**config.mk**
```make
export PLATFORM = sky130hd
export DESIGN_NAME = lkt_ram
export DESIGN_NICKNAME = d
export VERILOG_FILES = /design/src/hw/rtl/lkt_ram.sv
export SDC_FILE = /design/constraint.sdc
export NUM_CORES = 2
export LEC_CHECK = 0
export BUFFER_PORTS_ARGS = -buffer_cell sky130_fd_sc_hd__buf_2
export CORE_MARGIN = 3
export CORE_UTILIZATION = 50
export CTS_BUF_LIST = sky130_fd_sc_hd__clkbuf_4 sky130_fd_sc_hd__clkbuf_8 sky130_fd_sc_hd__clkbuf_16
export DETAILED_ROUTE_END_ITERATION = 8
export PLACE_DENSITY_LB_ADDON = 0.12
export SKIP_LAST_GASP = 1
export SLEW_MARGIN = 20
export SYNTH_ARGS = -nofsm -noshare
export SYNTH_HDL_FRONTEND = slang
export SYNTH_SLANG_ARGS = --single-unit
```
**constraint.sdc**
```tcl
create_clock -name clk -period 4.7 [get_ports clk]
set_input_delay 0 -clock clk [delete_from_list [all_inputs] [get_ports clk]]
set_output_delay 0 -clock clk [all_outputs]
set_load 0.005 [all_outputs]
```
**src/hw/rtl/lkt_ram.sv**
```systemverilog
// generic simple dual port ram with registered read
module lkt_ram #(
	parameter int WIDTH = 8,
	parameter int DEPTH = 256
) (
	input  logic                     clk,
	input  logic                     we,
	input  logic [$clog2(DEPTH)-1:0] waddr,
	input  logic [WIDTH-1:0]         wdata,
	input  logic [$clog2(DEPTH)-1:0] raddr,
	output logic [WIDTH-1:0]         rdata
);

	logic [WIDTH-1:0] mem [DEPTH];

	always_ff @(posedge clk) begin
		if (we) begin
			mem[waddr] <= wdata;
		end
		rdata <= mem[raddr];
	end

endmodule

```
-- After elaboration in Yosys (flattened, before gate mapping)
Memories as Yosys holds them, arrays and structs flattened. A register that Yosys moved wholly into a read port is not among the register bits.
Index checks and enable logic that the tools add are counted.
- logic and storage cells: 3
- memories: 1
- flip-flop bits (word level): 0
- latch bits: 0
- output and inout bits: 8
- memory bits (read-only): 0
- RAM bits: 2048
- input bits: 26
- reduce and logical (&&, ||, !) cells: 0
- add/subtract/negate cells: 0
- eq/ne operators: 0
- div/mod/pow operators: 0
- magnitude comparators: 0
- $mul: 0
- bitwise operators: 0
- shift operators: 0
- muxes and demuxes: 2
- memory list (name ; words ; width ; read ports ; clocked after memory_dff ; wr ports ; RTL line ; RTL):
    mem ; 256 ; 8 ; 1 ; 1 ; 1 ; 14 ; logic [WIDTH-1:0] mem [DEPTH];
- operator list (kind ; count):
    1-bit two-way mux ; 2

-- Logic depth before layout (Yosys ltp)
- depth after elaboration: 2
- depth in mapped cells: 11
- mapped depth without buffers: 6

-- Worst setup path before layout
No wires, ideal clock.
- path kind: in2reg
- start: input port raddr[0]
- end: register rdata[2], read port of mem
- path slack: 2.762 ns
- stages: 9
- required time: 4.569 ns
- arrival: 1.807 ns
- buffers on the path: 4
- library setup time: 0.131 ns
- path through: buf_6 > buf_12 > buf_8 > buf_2 > mux4_2 > a22oi_1 > a21oi_1 > nor4_1 > nor4_2
- RTL lines (what ; RTL line ; RTL):
    start, declared ; 10 ; input logic [$clog2(DEPTH)-1:0] raddr,
    end, declared ; 11 ; output logic [WIDTH-1:0] rdata

==> qor.txt <==
die height - 404.9 um
Worst Skew - 0.02114 ns
maximum VDD drop - 0.4538 mV
vias in the first global route - 38280
Clock Latency Late Sink - 0.81 ns
Detailed Place HPWL - 122300 um
CTS tree - done
final setup vio count - 0
synthesis-to-finish area growth - 11.99%
Post-synth top flop - edfxtp_1
number of CTS-inserted buffers - 202
crit path kind - input port to register
drt pass-1 iters - 5
global-route wire length before repair - 287000 um
Post-Syn Area - 79560 sq um
outcome - finished clean
post-synthesis average cell area - 21.31 sq um
Max-Cap Viols - 0
Chip Width - 404.9 um
Pleak - 27.53 nW
Num Clock Sinks - 2056
Initial Utilization - 0.5064
Power Density - 432.4 nW/um^2
max frequency - 358.3 MHz
critical path arrival - 3.44 ns
commonest non-fill, non-tap cell in the layout - edfxtp_1
largest net degree at the start of global routing - 158
#FFs+latches synth - 2056
cell taking the most area after synthesis - edfxtp_1
Worst Reg-to-Reg Cells - 6
Crit. End Element - register
I/O Pins - 34
final antenna-violating net count - 0
Fillers - 11650
Worst setup SP type - input port
First DRT Iteration DRCs - 4435
Slew headroom - 0.2686
HP Class - input port to register
Final Max Slew Viols - 0
overall routing resource usage - 0.2476
post-synth top area share - 0.7730
fin nets - 3885
via count - 38200
Die ar. - 163900 sq um
Yosys cell types - 55
Cells after Synth - 3733
Via density - 6.268
Worst EP required - 5.35 ns
layout cells sized above 1 - 0.2351
num rows - 145
Post-Syn Nets - 3759
Final min period - 2.791 ns
worst-path fanout max - 34
Synth warnings - 0
Clock Tree Buf Depth - 3
worst hold path stage count - 5
port buffer count - 33
GP Congestion - 0.8742
top cells by area, synth - edfxtp_1 (77%), mux4_2 (13%), mux2i_1 (1.7%)
final cycle utilization of the critical path - 0.5937
GR Overflow Total - 0
# DRC - 0
Seq/Total Area, Yosys - 0.7750
Post-synth EDFFs - 2048
H-tree Lvls - 4
Detailed Route WL - 201100 um
Avg WL per Cell - 33.00 um
Setup WS pre-CTS - 1.079 ns
CTS Root Cell - clkbuf_16
async set-or-reset flop fraction in the synthesized netlist - 0
initial antenna violation count - 12
Clock Pin Slew Worst Setup and Hold Paths - 0.06 ns
Post-CTS Setup Repair Bufs - 0
Core Area - 157100 sq um
most frequent cells in the layout - edfxtp_1 (2048), mux4_2 (454), nor2_1 (278)
Fin. Hold Viols - 0
RSZ-0062 raised after global routing - no
setup slack after layout - 1.909 ns
Worst Tran Pin Value - 1.093 ns
setup TNS - 0 ns
[final timing paths]
check                                 from       end  slack [ns]
worst min register to register  mem[41][3]  rdata[3]        0.98
worst max register to register  mem[80][2]  rdata[2]        1.93
worst max-delay path              raddr[0]  rdata[3]        1.91
worst min-delay path              raddr[6]  rdata[3]        0.23
[layout make-up]
| cell class | count | area [sq um] | share of cell area |
|---|---|---|---|
| Sequential cell | 2056 | 61660 | 0.6920 |
| Multi-Input combinational cell | 1442 | 16510 | 0.1853 |
| Clock buffer | 270 | 5719 | 0.06419 |
| Tap cell | 2058 | 2575 | 0.02890 |
| Timing Repair Buffer | 155 | 1556 | 0.01747 |
| Clock inverter | 107 | 1056 | 0.01185 |
| Antenna cell | 4 | 10.01 | 0.0001123 |
| Inverter | 2 | 7.507 | 0.00008426 |
[layer usage]
layer | up-vias | GRT usage | share of wire
met5 | - | 0 | 0.00013
met4 | 4 | 0.07013 | 0.028
met3 | 283 | 0.04584 | 0.071
met2 | 1458 | 0.3954 | 0.49
met1 | 20470 | 0.3539 | 0.41
li1 | 15980 | - | -
[sequential cells by signal, summed over array words and instances (netlist names)]
name / count
mem: 2048
rdata: 8
[kinds of logic after synthesis]
family,Yosys count,synth area share
flops,2056,0.7750
mux,591,0.1462
simple gates,466,0.02628
compound gates,385,0.03419
buf+inv,235,0.01831
[synth_stat cells (13+ instances only)]
library cell	n
edfxtp_1	2048
mux4_2	454
nor2_1	282
mux2i_1	134
a22oi_1	133
clkbuf_1	111
a21oi_1	96
o221ai_1	46
nand3_1	34
nand2_1	33
buf_2	31
nor2b_1	31
o22ai_1	28
buf_4	27
nor4_1	24
buf_1	22
nor3_1	22
buf_6	21
a211oi_1	16
a221oi_1	13
buf_8	13
[worst max-delay path, cell delays in order]
cell and delay, ns:
buf_8 0.41, buf_12 0.35, buf_4 0.40, mux4_2 0.56, a22o_1 0.24, a221oi_1 0.47
o221ai_1 0.24, a211oi_2 0.58, nor4_1 0.09
[repair_timing]
action                    in CTS  in global routing
hold endpoints to repair    1067                  0
hold buffers                  13                  0
resized for setup              0                  0
[through the flow]
stage	std cells	hold WS [ns]	area, sq um	total power [mW]	utilization
after CTS	6090	0.1294	89080	38.79	0.5670
final	6094	0.2301	89100	38.52	0.5671
after global routing	6090	0.2478	89090	39.57	0.5670
after global placement	5699	0.5434	82150	22.51	0.5229
after detailed placement	5700	0.5574	82180	22.52	0.5231
after floorplan	3733	0.09887	79560	21.60	-
[power by group]
part	internal, mW	switching (mW)
registers	20.2	0.0525
logic	0.632	1.22
clock network	9.67	6.73
Note: power is estimated with default switching activity, not from simulation.
